**config.mk**
```make
export PLATFORM = sky130hd
export DESIGN_NAME = tcbs_ram
export DESIGN_NICKNAME = d
export VERILOG_FILES = /design/src/tcbs_ram.sv
export SDC_FILE = /design/constraint.sdc
export NUM_CORES = 2
export LEC_CHECK = 0
export BUFFER_PORTS_ARGS = -buffer_cell sky130_fd_sc_hd__buf_2
export CAP_MARGIN = 20
export CORE_ASPECT_RATIO = 0.5
export CORE_MARGIN = 3
export CORE_UTILIZATION = 63
export CTS_CLUSTER_SIZE = 12
export DETAILED_ROUTE_END_ITERATION = 8
export GPL_TIMING_DRIVEN = 1
export PLACE_DENSITY = 0.77
export SYNTH_ARGS = -nofsm -noshare
export SYNTH_HDL_FRONTEND = slang
export SYNTH_SLANG_ARGS = --single-unit
```
**constraint.sdc**
```tcl
create_clock -name clk -period 5.2 [get_ports clk]
set_input_delay 1.3 -clock clk [delete_from_list [all_inputs] [get_ports clk]]
set_output_delay 1.3 -clock clk [all_outputs]
set_load 0.03 [all_outputs]
```
**src/tcbs_ram.sv**
```systemverilog
`default_nettype none
module tcbs_ram #(
	parameter int WIDTH = 32,
	parameter int DEPTH = 64
) (
	input  wire logic                     clk,
	input  wire logic                     we,
	input  wire logic [$clog2(DEPTH)-1:0] addr,
	input  wire logic [WIDTH-1:0]         wdata,
	output logic      [WIDTH-1:0]         rdata
);
	logic [WIDTH-1:0] mem [DEPTH];

	always_ff @(posedge clk) begin
		if (we)
			mem[addr] <= wdata;
		rdata <= mem[addr];
	end
endmodule
`default_nettype wire

```
==> results.py <==
metrics = {
    "sta": {
        "final_hold_viol_count": 0,
        "period_share_pct": 75.8,
        "max_slew_margin_pct": 21.9,
        "fin_crit_ns": 3.94,
        "clock_skew_ns": 0.0340,
        "setup_viol": 0,
        "fmax_ghz": 0.254,
        "tns_ns": 0,
        "worst_slew_pin_slew_ns": 1.17,
        "holdWs_ns": 0.646,
        "rsz0062_at_grt": "no",
        "setup_slack_ns": 1.26,
        "maxSlewViolCount": 0,
    },
    "logic_synthesis": {
        "syn-cell-area_um2": 78900,
        "ys_types": 56,
        "ys_warn_count": 0,
        "syn-mean-instance-area_um2": 18.6,
        "synth_nets": 4279,
        "ys_dominant_reg_cell": "edfxtp_1",
        "async_reset_ff_share_pct": 0,
        "synth_edf_count": 2048,
        "yosysSeqAreaShare_pct": 78.7,
        "synth_seq_cells": 2080,
        "syn-instance-count": 4239,
    },
    "routing": {
        "wl_per_cell_um": 33.6,
        "vias": 44600,
        "ant_nets": 0,
        "drc": 0,
        "via_per_inst": 7.15,
        "firstDrtPassIters": 7,
        "drt_iter0_drc": 7619,
        "totalWireLength_um": 210000,
    },
    "setup_path": {
        "critPathMaxStageDelay_ns": 0.89,
        "worstReg2RegStart": "mem[21][15]",
        "regToRegSetupSlack_ns": 2.56,
        "endpoint_kind": "flip-flop",
        "crit_fanout": 89,
        "crit_chain": "buf_8 > buf_12 > buf_12 > nor2_1 > buf_4 > a22oi_1 > a31oi_1 > a2111oi_0 > buf_4 > nand3_1",
        "crit_family": "buffers and inverters",
        "cp.depth": 10,
        "startpoint": "addr[2]",
        "worstPathRequired_ns": 5.87,
        "cp.arrival_ns": 4.61,
        "r2r_cells": 5,
        "path_class": "primary input to flip-flop",
        "cp-start-kind": "primary input",
        "critPathBufInv": 5,
        "cp_slowest_cell": "a2111oi_0",
    },
    "power": {
        "p_int_uw": 26200,
        "comb_power_share_pct": 5.6,
        "p_switching_uw": 7210,
        "clkPwrFrac_pct": 38.6,
        "switching_share_pct": 21.6,
        "p_seq_share_pct": 55.8,
        "leakage_uw": 0.0286,
        "power_density_nw_per_um2": 377,
        "peakVddDrop_mv": 0.286,
    },
    "layout": {
        "final_cell_mix": "edfxtp_1, mux2i_1, clkbuf_16, buf_4, a22oi_1",
        "regArea_um2": 62100,
        "final_design_area_no_fill_um2": 88600,
        "nets": 4490,
        "fillCellCount": 6999,
        "stdcell_count": 6241,
        "multi_input_area_um2": 16000,
        "area_growth_pct": 12.3,
        "drive_gt1_share_pct": 18.8,
        "final_common_cell": "edfxtp_1",
    },
    "place": {
        "placed_cell_area_um2": 82900,
        "port_buffers": 71,
        "dp_slack_ns": 0.552,
        "hpwl_um": 119000,
        "dp.cells": 5920,
        "place_congestion": 0.903,
    },
    "floorplanning": {
        "coreArea_um2": 124000,
        "dieHeight_um": 256,
        "fp-row-count": 91,
        "die_w_um": 507,
        "io_pins": 72,
        "die-area_um2": 130000,
        "start_util_pct": 63.8,
    },
    "global_routing": {
        "grt_usage_pct": 32.2,
        "first_global_vias": 43800,
        "antenna_found_initial": 14,
        "overflow": 0,
        "grt_pass1_wl_um": 302000,
        "grt_max_degree": 94,
    },
    "clock_network": {
        "cts_tree": "yes",
        "htreeDepth": 4,
        "ctsHoldBuffers": 0,
        "cts.repair.resized": 0,
        "root_buffer": "clkbuf_16",
        "clk-insertion-delay-late_ns": 0.82,
        "cts_setup_buffers": 0,
        "cts_buffer_depth": 3,
        "cts_sinks": 2080,
        "clk_pin_slew_worst_paths_ns": 0.06,
        "cts_inserted_buffers": 192,
    },
    "hold_path": {
        "hold_path_depth": 4,
        "hold_class": "flip-flop to flip-flop",
        "hp-start": "mem[58][24]",
    },
    "outcome": {
        "status": "complete, no violations",
    },
    "run": {
        "maxCapViolCount": 0,
    },
}
-- final cells by class --
| cell class | instances | area share (%) |
|---|---|---|
| Sequential cell | 2080 | 70.1 |
| Clock buffer | 296 | 5.99 |
| Inverter | 2 | 0.0169 |
| Clock inverter | 13 | 0.237 |
| Antenna cell | 2 | 0.00565 |
| Timing Repair Buffer | 315 | 3.16 |
| Tap cell | 1674 | 2.36 |
| Multi-Input combinational cell | 1859 | 18.1 |
-- cell usage after synthesis, types with 15 or more instances --
cell / count / area, um^2
edfxtp_1: 2048 / 61500
mux2i_1: 259 / 2590
o22ai_1: 93 / 582
buf_2: 83 / 415
nand2_1: 28 / 105
mux4_2: 96 / 2160
a221o_1: 15 / 150
o22a_1: 70 / 613
a22oi_1: 188 / 1410
mux2_2: 147 / 1660
or4_1: 15 / 113
a21oi_1: 121 / 606
a31oi_1: 43 / 269
o2bb2ai_1: 15 / 131
nand2b_1: 18 / 113
and3_1: 85 / 532
nor2_1: 145 / 544
a211oi_1: 17 / 128
a2111oi_0: 15 / 131
dfxtp_1: 32 / 641
a22o_1: 66 / 578
buf_1: 33 / 124
nand3_1: 54 / 270
a221oi_1: 175 / 1530
clkbuf_1: 168 / 631
o21ai_0: 84 / 420
a222oi_1: 16 / 160
nor3_1: 22 / 110
-- routing by layer --
layer	track usage (%)	vias up	wire length (um)
li1	-	18000	-
met1	46.4	22500	75900
met2	47.6	3593	94500
met3	8.87	504	30800
met4	12.7	14	8560
met5	0	-	86
-- through the flow --
stage,total power (uW),utilization [%]
floorplan,19900,-
global placement,20700,66.9
detailed placement,20800,67.0
CTS,33400,71.4
global route,34200,71.6
finish,33400,71.6
-- tightest hold or removal path, stage by stage (launching register included) --
cell,delay [ns]
edfxtp_1,0.32
a22oi_1,0.06
a21oi_1,0.13
a21oi_1,0.05
nand3_1,0.06
-- sequential cells by signal, indices dropped and copies added (netlist names) --
signal	flops
mem	2048
rdata	32
-- power by group through the flow --
stage	sequential [uW]	clock [uW]	combinational, uW
floorplan	19000	0	888
CTS	18700	13000	1810
global placement	19000	0	1740
detailed placement	19000	0	1800
global route	18600	13600	1940
finish	18700	12900	1870
-- path summary, 6_finish.rpt --
| check | to |
|---|---|
| worst max-delay path | rdata[6] |
| worst min-delay path | rdata[24] |
| worst max register to register | rdata[15] |
| worst min register to register | rdata[24] |
-- cells by family after synthesis --
group,after synthesis,synth area share (%)
multiplexers,502,8.12
AO/OA/AOI/OAI,933,8.66
buffers and inverters,300,1.68
flip-flops,2080,78.7
AND/OR/NAND/NOR,424,2.81
Power figures use the tool's default switching activity.
