### config.mk
export PLATFORM = sky130hd
export DESIGN_NAME = tcbs_mul
export DESIGN_NICKNAME = d
export VERILOG_FILES = /design/src/tcbs_pkg.sv /design/src/tcbs_mul.sv
export SDC_FILE = /design/constraint.sdc
export NUM_CORES = 2
export LEC_CHECK = 0
export BUFFER_PORTS_ARGS = -buffer_cell sky130_fd_sc_hd__buf_2
export CORE_ASPECT_RATIO = 1.1
export CORE_MARGIN = 1
export CORE_UTILIZATION = 60
export CTS_BUF_LIST = sky130_fd_sc_hd__clkbuf_16
export CTS_CLUSTER_SIZE = 14
export DETAILED_ROUTE_END_ITERATION = 6
export PLACE_DENSITY = 0.74
export SETUP_SLACK_MARGIN = 0.5
export SYNTH_ARGS = -nofsm -noshare
export SYNTH_HDL_FRONTEND = slang
export SYNTH_SLANG_ARGS = --single-unit
### constraint.sdc
create_clock -name clk -period 28.5 [get_ports clk]
set_input_delay 2.85 -clock clk [delete_from_list [all_inputs] [get_ports clk]]
set_output_delay 2.85 -clock clk [all_outputs]
set_load 0.005 [all_outputs]
### src/tcbs_pkg.sv
`default_nettype none
package tcbs_pkg;

	localparam int MAX_POINTS = 64;
	localparam int PT_AW      = $clog2(MAX_POINTS);
	localparam int CNT_W      = 7;
	localparam int FRAC_BITS  = 16;
	localparam int DIV_W      = 48;
	localparam int QS_W       = 26;
	localparam int DIV_STEPS  = DIV_W;

	localparam logic [31:0] CYC_MIN = 32'(64'd1 << (FRAC_BITS - 2));
	localparam logic [31:0] CYC_RST = 32'(64'd5 << FRAC_BITS);
	localparam logic signed [19:0] ONE_F = 20'(64'd1 << FRAC_BITS);
	localparam logic signed [63:0] SAT_LIM = 64'sh3FFF_FFFF_FFFF_FFFF;

	localparam logic MODE_LOAD = 1'b0;
	localparam logic MODE_EVAL = 1'b1;

	typedef enum logic [2:0] {
		REG_TENSION, REG_BIAS, REG_CONT, REG_CLOSED, REG_COUNT, REG_CYCLE
	} reg_idx_t;

	typedef enum logic [2:0] {
		ST_IDLE, ST_DIV, ST_READ, ST_MUL, ST_DONE
	} state_t;

	typedef enum logic [1:0] {
		MS_IDLE, MS_LO, MS_HI, MS_FIN
	} mul_state_t;

	typedef enum logic [3:0] {
		OP_P0A, OP_P1A, OP_TA, OP_R0, OP_P0B, OP_P1B, OP_TB, OP_R1,
		OP_C2X, OP_C2, OP_C3, OP_H3, OP_H2, OP_H1
	} uop_t;

	typedef struct packed {
		logic              mode;
		logic [5:0]        point_index;
		logic signed [31:0] point_x;
		logic signed [31:0] point_y;
		logic signed [31:0] point_z;
		logic [31:0]       time_value;
	} item_t;

	typedef struct packed {
		logic signed [31:0] pos_x;
		logic signed [31:0] pos_y;
		logic signed [31:0] pos_z;
	} result_t;

	typedef struct packed {
		logic              start;
		logic signed [63:0] a;
		logic signed [19:0] b;
		logic [4:0]        sh;
	} mul_req_t;

	typedef struct packed {
		logic              done;
		logic signed [63:0] res;
	} mul_rsp_t;

	function automatic logic signed [63:0] sadd(input logic signed [63:0] a,
		input logic signed [63:0] b);
		logic signed [64:0] s;
		s = $signed({a[63], a}) + $signed({b[63], b});
		if (s > $signed({1'b0, SAT_LIM}))
			return SAT_LIM;
		else if (s < -$signed({1'b0, SAT_LIM}))
			return -SAT_LIM;
		return s[63:0];
	endfunction

	function automatic logic signed [63:0] sx32(input logic signed [31:0] v);
		return {{32{v[31]}}, v};
	endfunction

	function automatic logic signed [31:0] clamp32(input logic signed [63:0] v);
		if (v > 64'sd2147483647)
			return 32'sh7FFF_FFFF;
		else if (v < -64'sd2147483648)
			return 32'sh8000_0000;
		return v[31:0];
	endfunction

	function automatic logic [PT_AW-1:0] prev_idx(input logic [PT_AW-1:0] j,
		input logic [CNT_W-1:0] n, input logic closed);
		if (j == '0)
			return closed ? PT_AW'(n - CNT_W'(1)) : '0;
		return j - PT_AW'(1);
	endfunction

	function automatic logic [PT_AW-1:0] next_idx(input logic [PT_AW-1:0] j,
		input logic [CNT_W-1:0] n, input logic closed);
		if (CNT_W'(j) == n - CNT_W'(1))
			return closed ? '0 : j;
		return j + PT_AW'(1);
	endfunction

endpackage
`default_nettype wire

### src/tcbs_mul.sv
`default_nettype none
module tcbs_mul
	import tcbs_pkg::*;
(
	input  wire logic     clk,
	input  wire logic     arst_n,
	input  wire mul_req_t req,
	output mul_rsp_t      rsp
);
	mul_state_t state_q, state_nxt;
	logic [63:0] ua_q;
	logic [19:0] ub_q;
	logic        neg_q;
	logic [4:0]  sh_q;
	logic [83:0] full_q;
	logic [51:0] pp;
	logic [83:0] rnd;
	logic [83:0] shifted;
	logic [63:0] mag;

	always_comb begin
		state_nxt = state_q;
		case (state_q)
			MS_IDLE: if (req.start) state_nxt = MS_LO;
			MS_LO:   state_nxt = MS_HI;
			MS_HI:   state_nxt = MS_FIN;
			MS_FIN:  state_nxt = MS_IDLE;
			default: state_nxt = MS_IDLE;
		endcase
	end

	always_ff @(posedge clk or negedge arst_n) begin
		if (!arst_n)
			state_q <= MS_IDLE;
		else
			state_q <= state_nxt;
	end

	assign pp = {20'd0, (state_q == MS_HI) ? ua_q[63:32] : ua_q[31:0]} * {32'd0, ub_q};

	// Magnitudes are multiplied in two 32-bit halves, then rounded half away from zero.
	always_ff @(posedge clk) begin
		case (state_q)
			MS_IDLE: begin
				ua_q  <= req.a[63] ? (~req.a + 64'd1) : req.a;
				ub_q  <= req.b[19] ? (~req.b + 20'd1) : req.b;
				neg_q <= req.a[63] ^ req.b[19];
				sh_q  <= req.sh;
			end
			MS_LO: full_q <= {32'd0, pp};
			MS_HI: full_q <= full_q + {pp, 32'd0};
			default: ;
		endcase
	end

	always_comb begin
		rnd     = full_q + ((84'd1 << sh_q) >> 1);
		shifted = rnd >> sh_q;
		mag     = (shifted > 84'(SAT_LIM)) ? SAT_LIM : shifted[63:0];
		rsp.done = (state_q == MS_FIN);
		rsp.res  = neg_q ? -$signed(mag) : $signed(mag);
	end
endmodule
`default_nettype wire

==> results.cfg <==
[yosys]
synth_fp_nets = 6412
post_synth_edffs = 174
synth-seq-area-share = 0.117
syn_inst = 5527
ys_ff_latch = 176
postSynthAreaPerCell_sq_um = 8.16
cell_area_after_synthesis_sq_um = 45100
synthFlopType = edfxtp_1
netlist-cell-type-count = 107
yosys_warnings = 0
ys_async_sr_fraction = 0.0114

[timing]
maxSlewViolCount = 9
setup_total_negative_slack_ps = 0
report.final.hold_viol_count = 0
finalCriticalPeriod_ps = 14270
timing.slew.headroom = -0.0618
setup_violations = 0
rsz_0062_raised_after_global_routing = false
skew_ps = 21.5
final_min_period_over_clock_period = 0.501
worst_pin_slew_ps = 1580
timing.fmax_ghz = 0.0701

[clocking]
clock_tree_from_tritoncts = done
clkSinkCount = 176
clk_path_buf_depth = 2
clk_root_buffer_cell = clkbuf_16
cts.htree.levels = 4
number_of_buffers_inserted_during_clock_tree_synthesis = 17
post_cts_buffers = 0
worst_skew_pair.late_latency_ps = 510
ctsResizeCount = 0
clkSlewWorstSetupHoldPaths_ps = 80
cts_hold_buf = 0

[place]
io_buffer_count = 156
gp_congestion = 1.06
dp_hpwl_microns = 133000

[global_routing]
via_count_of_the_first_global_routing_pass = 42500
number_of_antenna_violations_at_the_first_check_in_global_routing = 5
grt_overflow = 0
grt_usage = 0.456
wire_length_of_the_first_global_routing_pass_microns = 260000
grt_max_degree = 135

[drt]
dr.first_iter.drc_count = 4904
remaining_drc_errors = 7
met2WireLength_microns = 80400
maxUsedRoutingLayer = met5
routed_wl_microns = 173000
met3_length_microns = 16000
met1_length_microns = 58900
avgRoutedWirePerCell_microns = 26.8
vias = 43300
number_of_vias_per_cell = 6.73
antenna_violating_nets_post_route = 0
detailedRoute.firstPassIterationCount = 7

[critical_path]
crit_type = reg2out
worst_ep_required_time_ps = 25650
path_delay_family = simple AND/OR/NAND/NOR gates
critical_path.max_stage_delay_ps = 880
critPathSlowestCell = a2111oi_2
setup.reg_to_reg.worst_slack_ps = 15870
endpoint_kind = primary output
arrival_ps = 11420
regToRegStartpoint = state_q[0]$_DFFE_PN0P_
worst_setup_path_start_kind = register
rr_worst_depth = 40
worst-path-max-fanout = 134
critical_path_cell_count = 30
crit_buf_inv = 7
worstReg2RegEnd = full_q[82]$_SDFFCE_PN0P_
cp-startpoint = sh_q[1]$_DFFE_PN_

[min_path]
min-delay-start = state_q[1]$_DFFE_PN0P_
min-delay-path-class = reg2reg
worstHoldPathCells = 1
hold-path-endpoint = state_q[1]$_DFFE_PN0P_

[die]
die_area_sq_um = 76300
core_sq_um = 74500
fp.dieW_microns = 263
floorplan.initialDensity = 0.606
row_count = 105
num_io_pins = 157
dieHeight_microns = 290

[status]
run_status = finished with violations
failed_checks = design-rule violations, max-capacitance violations, max-slew violations

[layout]
areaGrowthSynthToFinish_pct = 4.35
drive_above_1_share = 0.0818
most-common-layout-cells = nand2_1, inv_1, fa_1
num-nets-final = 6336
mostFrequentLayoutCell = nand2_1

[run]
maxCapViolations = 3
[synth_stat cells (all sizes together) (80+ instances only)]
library cell	number	share of area
mux2i	80	0.018
nor3	119	0.013
fa	538	0.24
and2	320	0.044
xnor2	184	0.036
nand3	104	0.012
a21oi	242	0.027
o21ai	213	0.024
nor2	368	0.031
clkbuf	266	0.022
edfxtp	174	0.12
nand2	679	0.057
inv	657	0.055
a21o	83	0.014
ha	255	0.071
[worst max-delay path by stage]
stage,end,slack [ps]
4_1_cts,rsp[52],14780
3_3_place_gp,rsp[54],15610
3_5_place_dp,rsp[52],15350
5_1_grt,rsp[52],13700
6_report,rsp[52],14230
2_1_floorplan,rsp[54],17300
[registers in the layout, summed over array words and instances, names as in the netlist]
| name | flops |
|---|---|
| full_q | 84 |
| neg_q | 1 |
| sh_q | 5 |
| state_q | 2 |
| ua_q | 64 |
| ub_q | 20 |
[routing by layer]
metal	GRT usage	vias to the layer above
met2	0.745	2603
met5	0	-
met3	0.121	820
met1	0.499	21000
met4	0.390	4
li1	-	18900
[through the flow]
step	std cells	util	instance area, sq um	hold slack [ps]	worst slack (ps)
2_1_floorplan	5527	-	45100	533	17300
3_3_place_gp	6387	0.622	46400	565	15610
3_5_place_dp	6387	0.622	46400	583	15350
4_1_cts	6419	0.630	46900	602	14780
5_1_grt	6427	0.632	47100	630	13700
6_report	6434	0.632	47100	604	14230
[kinds of logic after synthesis]
logic type	after synthesis	share of synthesized area
fa+ha+maj	793	0.310
buf+inv	983	0.0832
xor+xnor	247	0.0480
flops	176	0.117
simple gates	2022	0.224
compound gates	1138	0.175
mux	168	0.0437
[cell type report]
class / count / area, sq um
inverter: 657 / 2470
sequential: 176 / 5280
timing repair buffer: 231 / 1380
antenna: 7 / 17.5
tap: 963 / 1200
multi-input combinational: 4368 / 36200
fill: 6533 / 27400
clock inverter: 15 / 130
clock buffer: 17 / 425
Power is left out: the tool's default activity adds up to more than one toggle a clock period on the data nets, which glitch-free logic cannot reach.
